### src/rtl/sts_pkg.sv
`default_nettype none

package sts_pkg;

    typedef enum logic [2:0] {
        MODE_IDLE,
        MODE_INT,
        MODE_DOT,
        MODE_FLOAT,
        MODE_IDENT
    } t_mode;

    typedef enum logic [2:0] {
        KIND_END   = 3'd0,
        KIND_UINT  = 3'd1,
        KIND_FLOAT = 3'd2,
        KIND_IDENT = 3'd3,
        KIND_OP    = 3'd4,
        KIND_BAD   = 3'd5
    } t_kind;

    typedef struct packed {
        t_kind       kind;
        logic [31:0] start;
        logic [7:0]  len;
        logic [7:0]  opc;
        logic        too_long;
        logic        last;
    } t_token;

    localparam int S_TDATA_W = 8;
    localparam int M_TDATA_W = 56;
    localparam int M_TUSER_W = 3;

    // result queue: one item makes at most three results
    localparam int QDEPTH = 4;
    localparam int QPTR_W = 2;
    localparam int QCNT_W = 3;

    localparam logic [7:0] CH_LPAREN = 8'h28;
    localparam logic [7:0] CH_RPAREN = 8'h29;
    localparam logic [7:0] CH_PLUS   = 8'h2B;
    localparam logic [7:0] CH_MINUS  = 8'h2D;
    localparam logic [7:0] CH_STAR   = 8'h2A;
    localparam logic [7:0] CH_SLASH  = 8'h2F;
    localparam logic [7:0] CH_EQUAL  = 8'h3D;
    localparam logic [7:0] CH_COMMA  = 8'h2C;
    localparam logic [7:0] CH_DOT    = 8'h2E;
    localparam logic [7:0] CH_UNDER  = 8'h5F;
    localparam logic [7:0] CH_SPACE  = 8'h20;
    localparam logic [7:0] CH_HT     = 8'h09;
    localparam logic [7:0] CH_CR     = 8'h0D;
    localparam logic [7:0] CH_ZERO   = 8'h30;
    localparam logic [7:0] CH_NINE   = 8'h39;
    localparam logic [7:0] CH_UC_A   = 8'h41;
    localparam logic [7:0] CH_UC_Z   = 8'h5A;
    localparam logic [7:0] CH_LC_A   = 8'h61;
    localparam logic [7:0] CH_LC_Z   = 8'h7A;

    function automatic logic is_digit(input logic [7:0] c);
        return (c >= CH_ZERO) && (c <= CH_NINE);
    endfunction

    function automatic logic is_letter(input logic [7:0] c);
        return ((c >= CH_UC_A) && (c <= CH_UC_Z)) || ((c >= CH_LC_A) && (c <= CH_LC_Z));
    endfunction

    function automatic logic is_blank(input logic [7:0] c);
        return (c == CH_SPACE) || ((c >= CH_HT) && (c <= CH_CR));
    endfunction

    function automatic logic is_operator(input logic [7:0] c);
        return (c == CH_LPAREN) || (c == CH_RPAREN) || (c == CH_PLUS) ||
               (c == CH_MINUS) || (c == CH_STAR) || (c == CH_SLASH) ||
               (c == CH_EQUAL) || (c == CH_COMMA);
    endfunction

endpackage

`default_nettype wire

### src/rtl/script_token_scanner.sv
// channel  | dir | tdata                  | tuser      | tlast
// ---------+-----+------------------------+------------+--------------------
// s (char) | in  | char_code              | -          | end_of_input
// m (tok)  | out | offset/length/char/flg | token_kind | last token of char
//
// one character is scanned per cycle; the mode update and the token build are one
// level of decode between the state registers and a four-entry result queue
// a character makes zero to three tokens; the queue drains one token per cycle,
// so a stream is held at one character per cycle while results fit the m side
// o_s_tready is high while the queue holds at most one token
// reset (i_rst_n low, synchronous) clears the scan state, offsets and the queue
`default_nettype none

module script_token_scanner #(
    parameter int LEXEME_LIMIT = 255
) (
    input  wire                           i_clk,
    input  wire                           i_rst_n,
    input  wire                           i_s_tvalid,
    output logic                          o_s_tready,
    input  wire  [sts_pkg::S_TDATA_W-1:0] i_s_tdata,  // [7:0] char_code
    input  wire                           i_s_tlast,  // end_of_input
    output logic                          o_m_tvalid,
    input  wire                           i_m_tready,
    // [31:0] start_offset, [39:32] token_length, [47:40] operator_char,
    // [48] too_long, [55:49] zero
    output logic [sts_pkg::M_TDATA_W-1:0] o_m_tdata,
    output logic [sts_pkg::M_TUSER_W-1:0] o_m_tuser,  // [2:0] token_kind
    output logic                          o_m_tlast   // last_result
);

    localparam int LEN_CAP = (LEXEME_LIMIT < 255) ? LEXEME_LIMIT : 255;
    localparam logic [7:0] CAP8 = 8'(LEN_CAP);

    sts_pkg::t_mode r_mode, n_mode;
    logic [31:0]    r_start, n_start;
    logic [7:0]     r_len, n_len;
    logic [31:0]    r_offset, n_offset;
    logic           r_ovf, n_ovf;

    sts_pkg::t_token r_q [sts_pkg::QDEPTH];
    logic [sts_pkg::QPTR_W-1:0] r_wr_ptr, r_rd_ptr;
    logic [sts_pkg::QCNT_W-1:0] r_cnt;

    sts_pkg::t_token slot [sts_pkg::QDEPTH];
    sts_pkg::t_token tok_f0, tok_f1, tok_e, tok_out;
    logic [1:0] res_cnt, flush_cnt;
    logic       do_flush, e_valid, consumed;
    logic [7:0] c;
    logic [8:0] sum2;
    logic       s_fire, m_fire;

    assign c      = i_s_tdata[7:0];
    assign s_fire = i_s_tvalid && o_s_tready;
    assign m_fire = o_m_tvalid && i_m_tready;
    assign sum2   = {1'b0, r_len} + 9'd2;

    always_comb begin
        n_mode   = r_mode;
        n_start  = r_start;
        n_len    = r_len;
        n_ovf    = r_ovf;
        n_offset = r_offset + 32'd1;
        consumed = 1'b0;
        do_flush = 1'b0;
        e_valid  = 1'b0;

        tok_f0 = '{kind: sts_pkg::KIND_UINT, start: r_start, len: r_len, opc: 8'd0,
                   too_long: r_ovf, last: 1'b0};
        unique case (r_mode)
            sts_pkg::MODE_FLOAT: tok_f0.kind = sts_pkg::KIND_FLOAT;
            sts_pkg::MODE_IDENT: tok_f0.kind = sts_pkg::KIND_IDENT;
            default:             tok_f0.kind = sts_pkg::KIND_UINT;
        endcase
        // a held dot with no digit after it is reported at its own offset
        tok_f1 = '{kind: sts_pkg::KIND_BAD, start: r_offset - 32'd1, len: 8'd1,
                   opc: sts_pkg::CH_DOT, too_long: 1'b0, last: 1'b0};
        tok_e  = '{kind: sts_pkg::KIND_BAD, start: r_offset, len: 8'd1, opc: c,
                   too_long: 1'b0, last: 1'b0};

        unique case (r_mode)
            sts_pkg::MODE_IDLE: flush_cnt = 2'd0;
            sts_pkg::MODE_DOT:  flush_cnt = 2'd2;
            default:            flush_cnt = 2'd1;
        endcase

        if (i_s_tlast) begin
            do_flush = 1'b1;
            e_valid  = 1'b1;
            tok_e    = '{kind: sts_pkg::KIND_END, start: r_offset, len: 8'd0, opc: 8'd0,
                         too_long: 1'b0, last: 1'b0};
            n_mode   = sts_pkg::MODE_IDLE;
            n_start  = 32'd0;
            n_len    = 8'd0;
            n_ovf    = 1'b0;
            n_offset = 32'd0;
        end else begin
            unique case (r_mode)
                sts_pkg::MODE_INT: begin
                    if (sts_pkg::is_digit(c)) begin
                        consumed = 1'b1;
                    end else if (c == sts_pkg::CH_DOT) begin
                        consumed = 1'b1;
                        n_mode   = sts_pkg::MODE_DOT;
                    end
                end
                sts_pkg::MODE_DOT: begin
                    if (sts_pkg::is_digit(c)) begin
                        consumed = 1'b1;
                        n_mode   = sts_pkg::MODE_FLOAT;
                    end
                end
                sts_pkg::MODE_FLOAT: consumed = sts_pkg::is_digit(c);
                sts_pkg::MODE_IDENT: begin
                    consumed = sts_pkg::is_digit(c) || sts_pkg::is_letter(c) ||
                               (c == sts_pkg::CH_UNDER);
                end
                default: consumed = 1'b0;
            endcase

            if (consumed) begin
                // the dot is counted together with the first fraction digit
                if (r_mode == sts_pkg::MODE_DOT) begin
                    n_len = (sum2 <= {1'b0, CAP8}) ? sum2[7:0] : CAP8;
                    n_ovf = r_ovf || (sum2 > {1'b0, CAP8});
                end else if (r_mode != sts_pkg::MODE_INT || c != sts_pkg::CH_DOT) begin
                    n_len = (r_len < CAP8) ? r_len + 8'd1 : r_len;
                    n_ovf = r_ovf || (r_len >= CAP8);
                end
            end else begin
                do_flush = 1'b1;
                n_mode   = sts_pkg::MODE_IDLE;
                if (sts_pkg::is_digit(c) || sts_pkg::is_letter(c)) begin
                    n_mode  = sts_pkg::is_digit(c) ? sts_pkg::MODE_INT : sts_pkg::MODE_IDENT;
                    n_start = r_offset;
                    n_len   = 8'd1;
                    n_ovf   = 1'b0;
                end else if (!sts_pkg::is_blank(c)) begin
                    e_valid = 1'b1;
                    if (sts_pkg::is_operator(c)) begin
                        tok_e.kind = sts_pkg::KIND_OP;
                    end
                end
            end
        end

        if (!do_flush) begin
            flush_cnt = 2'd0;
        end
        res_cnt = flush_cnt + {1'b0, e_valid};

        slot[0] = (flush_cnt != 2'd0) ? tok_f0 : tok_e;
        slot[1] = (flush_cnt == 2'd2) ? tok_f1 : tok_e;
        slot[2] = tok_e;
        slot[3] = tok_e;
        if (res_cnt != 2'd0) begin
            slot[res_cnt - 2'd1].last = 1'b1;
        end
    end

    always_ff @(posedge i_clk) begin
        if (!i_rst_n) begin
            r_mode   <= sts_pkg::MODE_IDLE;
            r_start  <= 32'd0;
            r_len    <= 8'd0;
            r_offset <= 32'd0;
            r_ovf    <= 1'b0;
        end else if (s_fire) begin
            r_mode   <= n_mode;
            r_start  <= n_start;
            r_len    <= n_len;
            r_offset <= n_offset;
            r_ovf    <= n_ovf;
        end
    end

    always_ff @(posedge i_clk) begin
        if (!i_rst_n) begin
            r_wr_ptr <= '0;
            r_rd_ptr <= '0;
            r_cnt    <= '0;
        end else begin
            if (s_fire) begin
                r_wr_ptr <= r_wr_ptr + sts_pkg::QPTR_W'(res_cnt);
            end
            if (m_fire) begin
                r_rd_ptr <= r_rd_ptr + sts_pkg::QPTR_W'(1);
            end
            r_cnt <= r_cnt + (s_fire ? sts_pkg::QCNT_W'(res_cnt) : '0)
                           - sts_pkg::QCNT_W'(m_fire);
        end
    end

    // each queue entry takes the token whose place after the write pointer it holds
    always_ff @(posedge i_clk) begin
        for (int i = 0; i < sts_pkg::QDEPTH; i++) begin
            logic [sts_pkg::QPTR_W-1:0] offs;
            offs = sts_pkg::QPTR_W'(i) - r_wr_ptr;
            if (s_fire && ({1'b0, offs} < {1'b0, res_cnt})) begin
                r_q[i] <= slot[offs];
            end
        end
    end

    assign tok_out    = r_q[r_rd_ptr];
    assign o_s_tready = (r_cnt <= sts_pkg::QCNT_W'(1));
    assign o_m_tvalid = (r_cnt != '0);
    assign o_m_tdata  = {7'd0, tok_out.too_long, tok_out.opc, tok_out.len, tok_out.start};
    assign o_m_tuser  = tok_out.kind;
    assign o_m_tlast  = tok_out.last;

endmodule

`default_nettype wire

### config.mk
export PLATFORM = sky130hd
export DESIGN_NAME = script_token_scanner
export DESIGN_NICKNAME = d
export VERILOG_FILES = /design/src/rtl/sts_pkg.sv /design/src/rtl/script_token_scanner.sv
export SDC_FILE = /design/constraint.sdc
export NUM_CORES = 1
export LEC_CHECK = 0
export BUFFER_PORTS_ARGS = -buffer_cell sky130_fd_sc_hd__buf_4
export CORE_AREA = 3 3 196 198
export CTS_CLUSTER_DIAMETER = 120
export CTS_CLUSTER_SIZE = 12
export DETAILED_ROUTE_END_ITERATION = 8
export DIE_AREA = 0 0 199 201
export SLEW_MARGIN = 20
export SYNTH_ARGS = -nofsm -noshare
export SYNTH_HDL_FRONTEND = slang
export SYNTH_SLANG_ARGS = --single-unit
export TNS_END_PERCENT = 5
### constraint.sdc
create_clock -name i_clk -period 16.4 [get_ports i_clk]
set_input_delay 1.64 -clock i_clk [delete_from_list [all_inputs] [get_ports i_clk]]
set_output_delay 1.64 -clock i_clk [all_outputs]
set_load 0.05 [all_outputs]
Yosys cells after proc, flatten, opt, wreduce, memory -nomap -nowiden
Memories as Yosys holds them, arrays and structs flattened. A register that Yosys moved wholly into a read port is not among the register bits.
Cells that the tools add are included.

storage, ports and cells
  RAM bits = 212
  word-level logic and storage cells = 184
  register bits = 83
  input bits = 13
  bits in latches = 0
  ROM bits = 0
  memories = 1

operators by class
  divide/modulo/power cells = 0
  shift operators = 0
  multiplexer cells = 73
  multiply operators = 0
  bitwise operators = 5
  reduce and logical (&&, ||, !) cells = 35
  order comparisons = 23
  equality and inequality tests = 25
  $add $sub $neg = 14

memory list
  memory  words  bits a word  rd ports  clocked after memory_dff  wr ports  line                        source
  r_q     4      53           1         1                         4         script_token_scanner.sv:41  sts_pkg::t_token r_q [sts_pkg::QDEPTH];

operator list
  cell                   count
  $mux 53                10
  $bmux 53 s2            4
  $bwmux 212             1
  $mux 212               1
  $mux 32                4
  $demux 53 s2           1
  $eq 8x6->1 const B     10
  $mux 8                 7
  $add 32x1->32 const B  1
  $sub 32x1->32 const B  1
  $mux 1                 28
  $mux 3                 8
  $ge 8x7->1 const B     2
  $le 8x7->1 const B     2
  $ge 3x3->1 const B     5
  $not 2->3              5
  $logic_or 1x1->1       14
  $ne 4x2->1 const B     3
  $ne 4x4->1 const B     3
  $logic_and 1x1->1      11
  $mux 11                1
  $add 8x2->9 const B    1
  $gt 9x8->1 const B     1
  $le 9x8->1 const B     1
  36 further kinds       50

Depth between registers and ports, before layout
  depth in word-level cells = 22
  gate-level depth with buffers = 16
  gate-level depth less buffers = 15

Worst setup path before layout
OpenSTA, ideal clock, no wires.

  path type = input to register
  start = in i_s_tdata[6] (netlist name)
  end = mem r_q[3][0] (netlist name) (enable)
  stages on the path = 12
  buffers on the path = 1
  required time = 15.871 ns
  path slack = 8.037 ns
  arrival = 7.835 ns
  cells stage by stage = nor4b_1 > nand4_1 > and2_1 > a21oi_1 > buf_2 > nor2_1 > ha_1 > xnor2_1 > inv_1 > ha_1 > nor2b_1 > nor3_1

RTL lines
  element          line                        source
  start, declared  script_token_scanner.sv:21  input wire [sts_pkg::S_TDATA_W-1:0] i_s_tdata,
  end, declared    script_token_scanner.sv:41

==> qor.txt <==
predominant post-synthesis flop cell: edfxtp_1
fin area: 18200 µm²
worst r2r src: r_mode[2]
Yosys Warn Count: 0
GPL Wtd Cong: 0.902
clk sinks: 297
Post-route DRC: 0
critical path endpoint category: flip-flop
PD cells: 157 nW/µm²
fin crit share: 0.333
chip height: 201 µm
CTS H-Tree Depth: 1
Synth Area per Inst: 10.3 µm²
Max IR drop VDD: 0.0940 mV
status: finished, final reports clean
Starting Density: 0.450
Slew headroom: 0.260
Via density: 6.54
hold-fix buffers at CTS: 0
first-pass detailed-route iteration total: 6
layout cells sized above 1: 0.143
crit start category: input pin
total setup buffers inserted after CTS: 0
CP startpoint: i_s_tdata[6]
grt ovf: 0
max-cap violations: 0
filler cell count: 3337
number of distinct library cells after synthesis: 79
vias in the first global route: 13100
routed vias: 13600
cells after synthesis: 1607
leading area contributor after synthesis: edfxtp_1
TritonCTS clock tree: built
Ports: 75
Die ar.: 40000 µm²
Area after DPL: 17400 µm²
worst path arrival time: 5640 ps
critical path class: input pin to flip-flop
RSZ-0062 raised after global routing: false
most frequent cell after synthesis: edfxtp_1
Post-Synthesis Cell Area: 16500 µm²
CTS Root Cell: clkbuf_16
worst setup path end: r_q[3][44]
count of pins over their slew limit: 0
placed cell count: 2035
n_diodes: 0
minimum clock period: 5460 ps
clk_skew: 24.4 ps
Post-synth top cells: edfxtp_1, nor2_1, nand2_1
setup slack, reg-to-reg: 11610 ps
leak pwr: 0.00620 µW
input/output buffers: 67
drt initial violations: 1793
Total Power: 2860 µW
Reg clk slew, reported paths: 70 ps
ANT nets after route: 0
initial antenna violation count: 0
Die W: 199 µm
Synth area leaders: edfxtp_1, dfxtp_1, mux4_2
number of synthesized flops with an enable pin: 212
worst hold-check path type: flip-flop to flip-flop
Seq. cell area: 8080 µm²
Least-Margin Pin Slew: 1110 ps
worst r2r dst: r_q[3][44]
worst reg-to-reg path cell count: 13
CP required: 16580 ps
Fmax: 183 MHz
sequential area share after synthesis: 0.488
FFs w/ async S/R, synth: 0
Final Hold Slack: 509 ps
cts bufs inserted: 28
routed wire length: 52700 µm
pin count of the biggest net entering global routing: 78
largest fanout on the critical path: 34
Syn-to-layout area delta: 10.4%
worst skew pair latency: 570 ps
Synth top area share: 0.385
drt wl/cell: 25.3 µm
final non-filler cell total: 2087
# nets final: 1628
final setup fails: 0
Yosys reg bits: 297
multi-input logic area: 7830 µm²
Core Box Area: 36700 µm²
HPWL Detailed: 33300 µm
total track usage: 0.258
cts repair resizes: 0
row count: 70
first-pass GRT wire length: 80000 µm
Fin. Hold Viols: 0
CTS Buffer Depth: 3
setup TNS: 0 ps
## cell families (layout without fill, tap and decap cells)
| logic type | count (synthesis) | in the layout | synth area share |
|---|---|---|---|
| flip-flops | 297 | 297 | 0.488 |
| AO/OA/AOI/OAI | 436 | 436 | 0.177 |
| XOR/XNOR | 57 | 57 | 0.0302 |
| multiplexers | 83 | 83 | 0.0904 |
| AND/OR/NAND/NOR | 529 | 529 | 0.154 |
| other | 1 | 7 | 0.000227 |
| buffers and inverters | 186 | 192 | 0.0452 |
| adder cells (fa/ha/maj) | 18 | 18 | 0.0141 |
## report_power, final
part,internal (µW),switching (µW)
Sequential,978,61.3
Combinational,377,832
Clock,321,287
## area by class of cell
cell class / instances / share of cell area
Clock buffer: 50 / 0.0430
Clock inverter: 2 / 0.00117
Inverter: 32 / 0.00659
Multi-Input combinational cell: 1130 / 0.430
Sequential cell: 297 / 0.443
Tap cell: 468 / 0.0321
Timing Repair Buffer: 108 / 0.0445
## routing by layer
layer  GRT usage  up-vias  share of wire
met4      0.0851        0          0.031
met3      0.0346      109          0.081
li1            -     6079              -
met5           0        -              0
met1       0.367     6741           0.42
met2       0.410      717           0.47
## worst max-delay path, stage by stage
cell and delay (ps):
buf_4 130, nor4b_1 600, nand4_1 370, and2_1 280, a21oi_1 260, buf_4 280
nor2_1 80, ha_1 220, xnor2_1 340, inv_1 240, ha_1 370, nor2b_1 150
nor3_2 130, buf_4 520
## metrics by stage
stage	worst slack [ps]	util
4_1_cts	11060	0.497
3_3_place_gp	10600	0.475
3_5_place_dp	10480	0.475
6_report	10940	0.497
2_1_floorplan	8040	-
5_1_grt	10660	0.497
## state kept, by name, summed over array words and instances (netlist names), named ones only
signal and count:
r_mode 3, r_ovf 1, r_len 8, r_offset 32, r_rd_ptr 2, r_cnt 3
r_wr_ptr 2, r_start 32, r_q 212
## worst min-delay path by stage
| stage | from | endpoint | slack (ps) | cells past startpoint |
|---|---|---|---|---|
| after global placement | r_start[18] | r_start[18] | 480 | 1 |
| after detailed placement | r_start[20] | r_start[20] | 480 | 1 |
| after CTS | r_start[20] | r_start[20] | 510 | 1 |
| after global routing | r_start[18] | r_start[18] | 530 | 1 |
| after floorplan | r_start[16] | r_start[16] | 460 | 1 |
| final | r_start[20] | r_start[20] | 510 | 1 |
## placed cells by master (no fill, tap or decap), types with 40 or more instances in the layout
| cell type | n |
|---|---|
| o21ai_0 | 77 |
| dfxtp_1 | 81 |
| a22o_1 | 41 |
| nor2_1 | 154 |
| nand2_1 | 131 |
| edfxtp_1 | 212 |
| nor3_1 | 40 |
| mux4_2 | 53 |
| a21oi_1 | 115 |
| buf_4 | 108 |
| nand3_1 | 46 |
(Power assumes the default switching activity.)
